**src/rtl/biquad_cascade_iir_filter_macros.svh**
```systemverilog
// Assertion macros shared by the filter RTL.
// BQC_ASSERT_IMP  : a holds now, so b holds in the same cycle.
// BQC_ASSERT_NEXT : a holds now, so b holds in the next cycle.
`ifndef BIQUAD_CASCADE_IIR_FILTER_MACROS_SVH
`define BIQUAD_CASCADE_IIR_FILTER_MACROS_SVH

`ifndef NO_ASSERTIONS
`define BQC_ASSERT_IMP(label, clk, rst_n, a, b) \
  label: assert property (@(posedge clk) disable iff (!rst_n) (a) |-> (b)) \
    else $error("assertion failed");
`define BQC_ASSERT_NEXT(label, clk, rst_n, a, b) \
  label: assert property (@(posedge clk) disable iff (!rst_n) (a) |=> (b)) \
    else $error("assertion failed");
`else
`define BQC_ASSERT_IMP(label, clk, rst_n, a, b)
`define BQC_ASSERT_NEXT(label, clk, rst_n, a, b)
`endif

`endif

```
**src/rtl/bqc_pkg.sv**
```systemverilog
package bqc_pkg;

  // Defaults for the top-level parameters
  localparam int MAX_SECTIONS_DEF = 4;
  localparam int COEF_BITS_DEF    = 16;

  // Fixed field widths
  localparam int SAMPLE_W = 16;
  localparam int DATA_W   = 32;   // Q16.16 signals and history
  localparam int CFG_W    = 64;
  localparam int CFG_IDX_W = 3;
  localparam int LANE_W   = 16;   // one coefficient lane in a packed register
  localparam int COUNT_W  = 3;
  // Exact sum of x*2^F and three 16x32 products fits in 50 bits
  localparam int ACC_W    = 50;

  // Register indexes
  localparam logic [CFG_IDX_W-1:0] REG_SECTION_COUNT = 3'd0;
  localparam logic [CFG_IDX_W-1:0] REG_NUM0          = 3'd1;
  localparam logic [CFG_IDX_W-1:0] REG_NUM1          = 3'd2;
  localparam logic [CFG_IDX_W-1:0] REG_NUM2          = 3'd3;
  localparam logic [CFG_IDX_W-1:0] REG_DEN1          = 3'd4;
  localparam logic [CFG_IDX_W-1:0] REG_DEN2          = 3'd5;

  typedef logic signed [DATA_W-1:0]   data_t;
  typedef logic signed [SAMPLE_W-1:0] sample_t;
  typedef logic signed [ACC_W-1:0]    acc_t;

  localparam data_t DATA_MAX = 32'sh7fff_ffff;
  localparam data_t DATA_MIN = 32'sh8000_0000;

endpackage

```
**src/rtl/bqc_cell.sv**
```systemverilog
`include "biquad_cascade_iir_filter_macros.svh"

// One direct-form-II biquad section. Holds its own w1/w2 history and
// runs five multiplies through one shared 16x32 multiplier.
module bqc_cell import bqc_pkg::*; #(
  parameter int COEF_BITS = COEF_BITS_DEF
) (
  input  logic                        clk,
  input  logic                        rst_n,
  input  logic                        start,
  input  logic                        active,
  input  data_t                       x_in,
  input  logic signed [COEF_BITS-1:0] b0,
  input  logic signed [COEF_BITS-1:0] b1,
  input  logic signed [COEF_BITS-1:0] b2,
  input  logic signed [COEF_BITS-1:0] a1,
  input  logic signed [COEF_BITS-1:0] a2,
  output logic                        done,
  output data_t                       y_out
);

  localparam int FRAC   = COEF_BITS - 2;
  localparam int PROD_W = COEF_BITS + DATA_W;

  localparam logic [2:0] ST_IDLE = 3'd0;
  localparam logic [2:0] ST_A2   = 3'd1;
  localparam logic [2:0] ST_W    = 3'd2;
  localparam logic [2:0] ST_B2   = 3'd3;
  localparam logic [2:0] ST_B0   = 3'd4;
  localparam logic [2:0] ST_Y    = 3'd5;

  logic [2:0] state_r, state_nxt;
  acc_t       acc_r, acc_nxt;
  data_t      w_r, w_nxt;
  data_t      w1_r, w1_nxt;
  data_t      w2_r, w2_nxt;
  data_t      y_r, y_nxt;
  logic       done_r, done_nxt;

  logic signed [COEF_BITS-1:0] mul_coef;
  data_t                       mul_data;
  logic signed [PROD_W-1:0]    prod;
  acc_t                        prod_ext;
  acc_t                        x_shift;
  data_t                       acc_round;

  // Round half up by F bits, then clip to Q16.16
  function automatic data_t round_q(input acc_t a);
    logic signed [ACC_W:0] s;
    logic signed [ACC_W:0] q;
    s = (ACC_W+1)'(a) + ((ACC_W+1)'(1) <<< (FRAC - 1));
    q = s >>> FRAC;
    if (q > (ACC_W+1)'(DATA_MAX)) begin
      return DATA_MAX;
    end else if (q < (ACC_W+1)'(DATA_MIN)) begin
      return DATA_MIN;
    end else begin
      return $signed(q[DATA_W-1:0]);
    end
  endfunction

  // Multiplier operand select
  always_comb begin
    unique case (state_r)
      ST_A2: begin
        mul_coef = a2;
        mul_data = w2_r;
      end
      ST_W: begin
        mul_coef = b1;
        mul_data = w1_r;
      end
      ST_B2: begin
        mul_coef = b2;
        mul_data = w2_r;
      end
      ST_B0: begin
        mul_coef = b0;
        mul_data = w_r;
      end
      default: begin
        mul_coef = a1;
        mul_data = w1_r;
      end
    endcase
  end

  assign prod      = mul_coef * mul_data;
  assign prod_ext  = ACC_W'(prod);
  assign x_shift   = ACC_W'(x_in) <<< FRAC;
  assign acc_round = round_q(acc_r);

  // Section sequencer
  always_comb begin
    state_nxt = state_r;
    acc_nxt   = acc_r;
    w_nxt     = w_r;
    w1_nxt    = w1_r;
    w2_nxt    = w2_r;
    y_nxt     = y_r;
    done_nxt  = 1'b0;
    unique case (state_r)
      ST_IDLE: begin
        if (start && active) begin
          acc_nxt   = x_shift - prod_ext;
          state_nxt = ST_A2;
        end else if (start) begin
          // inactive section: hand the sample on unchanged
          y_nxt    = x_in;
          done_nxt = 1'b1;
        end
      end
      ST_A2: begin
        acc_nxt   = acc_r - prod_ext;
        state_nxt = ST_W;
      end
      ST_W: begin
        w_nxt     = acc_round;
        acc_nxt   = prod_ext;
        state_nxt = ST_B2;
      end
      ST_B2: begin
        acc_nxt   = acc_r + prod_ext;
        state_nxt = ST_B0;
      end
      ST_B0: begin
        acc_nxt   = acc_r + prod_ext;
        state_nxt = ST_Y;
      end
      ST_Y: begin
        y_nxt     = acc_round;
        w2_nxt    = w1_r;
        w1_nxt    = w_r;
        done_nxt  = 1'b1;
        state_nxt = ST_IDLE;
      end
      default: begin
        state_nxt = ST_IDLE;
      end
    endcase
  end

  always_ff @(posedge clk) begin
    if (!rst_n) begin
      state_r <= ST_IDLE;
      done_r  <= 1'b0;
      w1_r    <= '0;
      w2_r    <= '0;
    end else begin
      state_r <= state_nxt;
      done_r  <= done_nxt;
      w1_r    <= w1_nxt;
      w2_r    <= w2_nxt;
    end
  end

  always_ff @(posedge clk) begin
    acc_r <= acc_nxt;
    w_r   <= w_nxt;
    y_r   <= y_nxt;
  end

  assign done  = done_r;
  assign y_out = y_r;

  `BQC_ASSERT_IMP(a_start_when_idle, clk, rst_n, start, state_r == ST_IDLE)
  `BQC_ASSERT_NEXT(a_active_runs, clk, rst_n, start && active, state_r == ST_A2)
  `BQC_ASSERT_NEXT(a_history_holds, clk, rst_n, state_r != ST_Y, $stable(w1_r) && $stable(w2_r))

endmodule
```
**config.mk**
```make
export PLATFORM = sky130hd
export DESIGN_NAME = bqc_cell
export DESIGN_NICKNAME = d
export VERILOG_FILES = /design/src/rtl/bqc_pkg.sv /design/src/rtl/bqc_cell.sv
export VERILOG_INCLUDE_DIRS = /design/src /design/src/rtl
export SDC_FILE = /design/constraint.sdc
export NUM_CORES = 2
export LEC_CHECK = 0
export ABC_AREA = 1
export BUFFER_PORTS_ARGS = -buffer_cell sky130_fd_sc_hd__buf_2
export CAP_MARGIN = 20
export CORE_UTILIZATION = 45
export CTS_CLUSTER_DIAMETER = 60
export DETAILED_ROUTE_END_ITERATION = 10
export GPL_TIMING_DRIVEN = 1
export PLACE_DENSITY = 0.65
export SLEW_MARGIN = 0
export SYNTH_ARGS = -nofsm -noshare
export SYNTH_HDL_FRONTEND = slang
export SYNTH_SLANG_ARGS = --single-unit
```
**constraint.sdc**
```tcl
create_clock -name clk -period 12.6 [get_ports clk]
set_clock_uncertainty 0.15 [all_clocks]
set_input_delay 3.15 -clock clk [delete_from_list [all_inputs] [get_ports clk]]
set_output_delay 3.15 -clock clk [all_outputs]
set_load 0.01 [all_outputs]
```
== Word-level counts from Yosys, hierarchy flattened ==
Cells that the tools add are included.
Word-level totals
  flip-flop bits (word level): 182
  latch bits: 0
  memory bits (writable): 0
  bits in read-only memories: 0
  input port bits: 116
  output and inout bits: 33
  word-level logic and storage cells: 44
  memories: 0
Cells by class
  add/subtract/negate cells: 4
  multipliers: 1
  div/mod/pow operators: 0
  $lt $le $gt $ge: 2
  equality and inequality tests: 8
  shifts and indexed selects: 0
  multiplexer cells: 14
  bitwise operators: 0
  reductions and logical operators: 8
Operators with widths (count)
  one-hot mux 50 bit (4 select lines): 1
  two-way mux 32 bit: 4
  one-hot mux 32 bit (2 select lines): 2
  one-hot mux 16 bit (4 select lines): 1
  adder 50 x 15 -> 51 bit, second input constant: 1
  adder 50 x 48 -> 50 bit: 1
  two-way mux 50 bit: 1
  subtractor 50 x 48 -> 50 bit: 1
  subtractor 46 x 48 -> 49 bit: 1
  multiplier 16 x 32 -> 48 bit: 1
  > comparator 37 x 32 -> 1 bit, second input constant: 1
  < comparator 37 x 32 -> 1 bit, second input constant: 1
  one-hot mux 3 bit (5 select lines): 1
  == test 3 x 2 -> 1 bit, second input constant: 2
  == test 3 bit, second input constant: 2
  inequality test 2 bit, second input constant: 3
  nonzero test 4 bit: 1
  OR reduction 2 bit: 2
  == test 3 x 1 -> 1 bit, second input constant: 1
  logical NOT 3 bit: 1
  two-way mux 3 bit: 1
  AND reduction 3 bit: 1
  two-way mux 1 bit: 2
  one-hot mux 1 bit (2 select lines): 1
  other kinds (3): 3

== Longest topological paths before layout ==
  depth after elaboration: 7
  gate-level depth with buffers: 59

== Least setup slack after synthesis ==
No wires, ideal clock.
  path type: input to register
  from: input b0[6]
  to: register acc_r[44] (data pin)
  library setup time: 0.256 ns
  data arrival time: 11.086 ns
  required time: 12.194 ns
  setup slack: 1.108 ns
  stages: 49
  path buffers: 1
  cell sequence: a32o_1 -> a21oi_1 -> nand3_1 -> o21ai_1 -> clkbuf_1 -> nor2_1 -> fa_1 -> inv_1 -> fa_1 -> fa_1 -> inv_1 -> fa_1 -> fa_1 -> inv_1 -> fa_1 -> inv_1 -> ha_1 -> nand2_1 -> [... 13 more ...] -> nand3_1 -> o21ai_1 -> o21ai_0 -> xor2_1 -> inv_1 -> ha_1 -> a21oi_1 -> inv_1 -> nor2_1 -> o21ai_0 -> a31oi_1 -> nand3_1 -> a21o_1 -> or2_2 -> nand3_1 -> o21ai_0 -> inv_1 -> nand2_1
On the way
  longest elaborated chain between the ends: 5
Ends and longest elaborated chain
  from (decl): line bqc_cell.sv:13  | input logic signed [COEF_BITS-1:0] b0,
  one-hot mux 16 bit (4 select lines) *: line bqc_cell.sv:64  | unique case (state_r)
  multiplier 16 x 32 -> 48 bit *: line bqc_cell.sv:88  | assign prod = mul_coef * mul_data;
  subtractor 46 x 48 -> 49 bit: line bqc_cell.sv:105  | acc_nxt = x_shift - prod_ext;
  two-way mux 50 bit: line bqc_cell.sv:104  | if (start && active) begin
  one-hot mux 50 bit (4 select lines) *: line bqc_cell.sv:102  | unique case (state_r)
  net acc_nxt[44]: line bqc_cell.sv:33  | acc_t acc_r, acc_nxt;
  to (signal assigned): line bqc_cell.sv:158  | acc_r <= acc_nxt;
  to (decl): line bqc_cell.sv:33
The timed path passes the listed nets; every way through them passes the cells marked *. The select of a mux whose other input is x is not followed.
A chain may end at the register's enable or synchronous reset.

== Final worst setup path ==
  from: input b2[5]
  to: register acc_r[45] (data pin)
On the way
  longest elaborated chain between the ends: 5
Ends and longest elaborated chain
  from (decl): line bqc_cell.sv:15  | input logic signed [COEF_BITS-1:0] b2,
  one-hot mux 16 bit (4 select lines) *: line bqc_cell.sv:64
  multiplier 16 x 32 -> 48 bit *: line bqc_cell.sv:88
  subtractor 46 x 48 -> 49 bit: line bqc_cell.sv:105
  two-way mux 50 bit: line bqc_cell.sv:104
  one-hot mux 50 bit (4 select lines) *: line bqc_cell.sv:102
  net acc_nxt[45]: line bqc_cell.sv:33
Marks and branches as above.

==> impl_metrics.csv <==
group,metric,value,unit
critical_path,arrival,12.18,ns
power_and_ir_drop,powerDensity,240,mW/mm^2
synthesis,synth_fa_ha_area_share,34.9,%
critical_path,timing.reg2reg.setup_slack,1.48,ns
die,ioPinCount,149,
critical_path,start_kind,"input port",
global_routing,grt_remaining_overflow,0,
sta,worst_slack,0.478,ns
routing,drc,0,
synthesis,muxShareOfSynthArea,0,%
cts,ctsRootBufferMaster,"clkbuf_16",
routing,drtAntennaViolNets,0,
final_layout,area_growth,16.8,%
synthesis,synth.distinct_cells,59,
power_and_ir_drop,power,9.86,mW
final_layout,ff_latch_area,0.00479,sq mm
die,fp.dieArea,0.0792,sq mm
cts,clkTransAtPathRegs,0.10,ns
sta,fin_hold_ws,0.305,ns
synthesis,synth_compound_area_share,11.0,%
final_layout,final_nets,6270,
placed_design,dpl.hpwl,114000,um
critical_path,critPathTopFamily,"adder cells",
critical_path,crit_slowest_cell,"fa_1",
critical_path,critical-path-max-stage-delay,0.57,ns
final_layout,fin_util,53.1,%
cts,htreeDepth,4,
sta,worst_pin_slew,1.03,ns
synthesis,synth_top_family_by_area,"adder cells",
critical_path,cpMostUsedCell,"nand2_1",
routing,dr.pass1.iters,6,
sta,slew_headroom,31.2,%
final_layout,fillers,7689,
critical_path,critPathKind,"in2reg",
global_routing,grt_max_degree,79,
placed_design,gp_congestion,1.07,
die,core,0.0773,sq mm
synthesis,yosysSeqAreaShare,13.6,%
run_status,status,"finished clean",
cts,cts_sinks,182,
routing,via_count,35000,
routing,detail_route.iter0.violations,3819,
routing,routed_wl,135000,um
cts,numCtsBuffers,17,
power_and_ir_drop,p_leak,20.6,nW
synthesis,ys.flop_type,"edfxtp_1",
synthesis,synth_warnings,0,
placed_design,place_area,0.0401,sq mm
min_path,hp-class,"reg2reg",
cts,clkLatencyLatePin,0.46,ns
die,initial_utilization,45.4,%
critical_path,path_buf_inv,13,
synthesis,avgSynthCellArea,7.06,sq um
critical_path,cp.required,12.65,ns
final_layout,final_cell_mix,"nand2_1 (1144), inv_1 (1049), nor2_1 (555)",
placed_design,port_buffers,148,
global_routing,grt_use_total,34.4,%
flow_run,drv_cap,0,
routing,post_drt_via_cell_ratio,5.36,
final_layout,fin_area,0.0410,sq mm
global_routing,grt_antenna_before_repair,2,
synthesis,synthXorXnorAreaFrac,2.47,%
die,die_w,281,um
sta,finalHoldViolations,0,
routing,wl_per_cell,20.6,um
die,fp.dieH,281,um
synthesis,synth_edf_count,114,
die,rows,102,
synthesis,synth-seq-cells,182,
synthesis,syn_nets,5779,
sta,period_minus_slack,12.12,ns
final_layout,multiInputGateArea,0.0259,sq mm
final_layout,final_common_cell,"nand2_1",
sta,fin_crit_sh,96.2,%
global_routing,grt_pass1_wl,203000,um
sta,max_freq,82.5,MHz
sta,maxSlewViolCount,0,
power_and_ir_drop,peakVddDrop,0.000167,V
cts,hold_buffers,0,
synthesis,synthArstFlopShare,0,%
final_layout,drive_gt1_share,14.2,%
sta,setup_violations,0,
synthesis,synthSimpleGateAreaFrac,25.0,%
critical_path,worstPathMaxFanout,19,
critical_path,endpoint_kind,"flop",
global_routing,grt_pass1_vias,33100,
synthesis,syn_area,0.0351,sq mm
synthesis,syn-instance-count,4976,
placed_design,place_ws,-0.576,ns
cts,cts.path.max_buffers,2,
cts,tritoncts,"yes",
==> metrics by stage <==
| stage | TNS (ns) | cells |
|---|---|---|
| 2_1_floorplan | 0 | 4976 |
| 3_3_place_gp | -1.79 | 6477 |
| 3_5_place_dp | -1.53 | 6477 |
| 4_1_cts | 0 | 6509 |
| 5_1_grt | -0.0462 | 6520 |
| 6_report | 0 | 6522 |
==> synth_stat cells, types with 7 or more instances <==
cell type,n,area (sq um)
nor3_1,41,205
a21o_1,16,120
nand2_1,1149,4310
inv_1,1055,3960
nor2_1,569,2140
o21ai_1,12,60.1
edfxtp_1,114,3420
nand3_1,187,936
a221oi_1,7,61.3
nand3_2,8,80.1
inv_2,7,26.3
xnor2_1,30,263
a32o_1,10,100
o221ai_1,16,140
or2_2,13,81.3
nor4_1,12,75.1
nand2_2,37,231
o21ai_0,257,1290
o21a_1,12,90.1
nand4_1,49,307
xor2_1,67,587
clkbuf_1,105,394
a31oi_1,20,125
ha_1,200,2500
buf_1,16,60.1
nand3b_1,17,128
o211ai_1,23,173
o21bai_1,19,143
clkinv_1,16,60.1
dfxtp_1,68,1360
fa_1,487,9750
a21oi_1,272,1360
==> worst paths after layout <==
path,start,cells after the start,end
hold reg to reg,w2_r[29]$_SDFFE_PN0P_,2,w2_r[29]$_SDFFE_PN0P_
setup / recovery,b2[5],49,acc_r[45]$_DFFE_PP_
hold / removal,w2_r[29]$_SDFFE_PN0P_,2,w2_r[29]$_SDFFE_PN0P_
setup reg to reg,state_r[2]$_SDFFE_PN0P_,52,acc_r[45]$_DFFE_PP_
==> power by group <==
group | internal, mW | switching [mW] | total (mW)
registers | 0.853 | 0.197 | 1.05
clock network | 0.276 | 0.310 | 0.585
logic | 3.18 | 5.04 | 8.23
total | 4.31 | 5.55 | 9.86
==> cells by family after synthesis <==
kind of cell / after synthesis
buffers and inverters: 1210
AO/OA/AOI/OAI: 689
XOR/XNOR: 98
AND/OR/NAND/NOR: 2110
flip-flops: 182
adder cells (fa/ha/maj): 687
==> repair_timing <==
action	in CTS	in global routing
pin swaps	0	10
setup endpoints to repair	1	22
gates cloned	0	1
gates resized for setup	1	49
buffers inserted	0	10
==> layer usage <==
| metal | global-route usage (%) | wire, um |
|---|---|---|
| met2 | 51.1 | 57300 |
| met4 | 11.7 | 4880 |
| met5 | 0 | 0 |
| met3 | 6.17 | 13000 |
| met1 | 50.1 | 59500 |
==> tightest hold or removal path, cell delays in order (launching register included) <==
cell     delay [ns]
dfxtp_1        0.31
inv_1          0.05
a21oi_1        0.05
==> state kept, by name, summed over array words and instances, names as in the netlist <==
name     flops
w2_r        32
done         1
acc_r       50
w1_r        32
y_out       32
w_r         32
state_r      3
==> layout make-up <==
class | count | share of cell area (%)
multi-input combinational | 3584 | 63.2
sequential | 182 | 11.7
timing repair buffer | 603 | 10.5
inverter | 1078 | 9.88
tap | 1040 | 3.17
clock buffer | 17 | 1.04
clock inverter | 15 | 0.479
timing repair inverter | 1 | 0.0122
antenna | 2 | 0.0122
No activity file was read; power rests on OpenSTA's default activity.
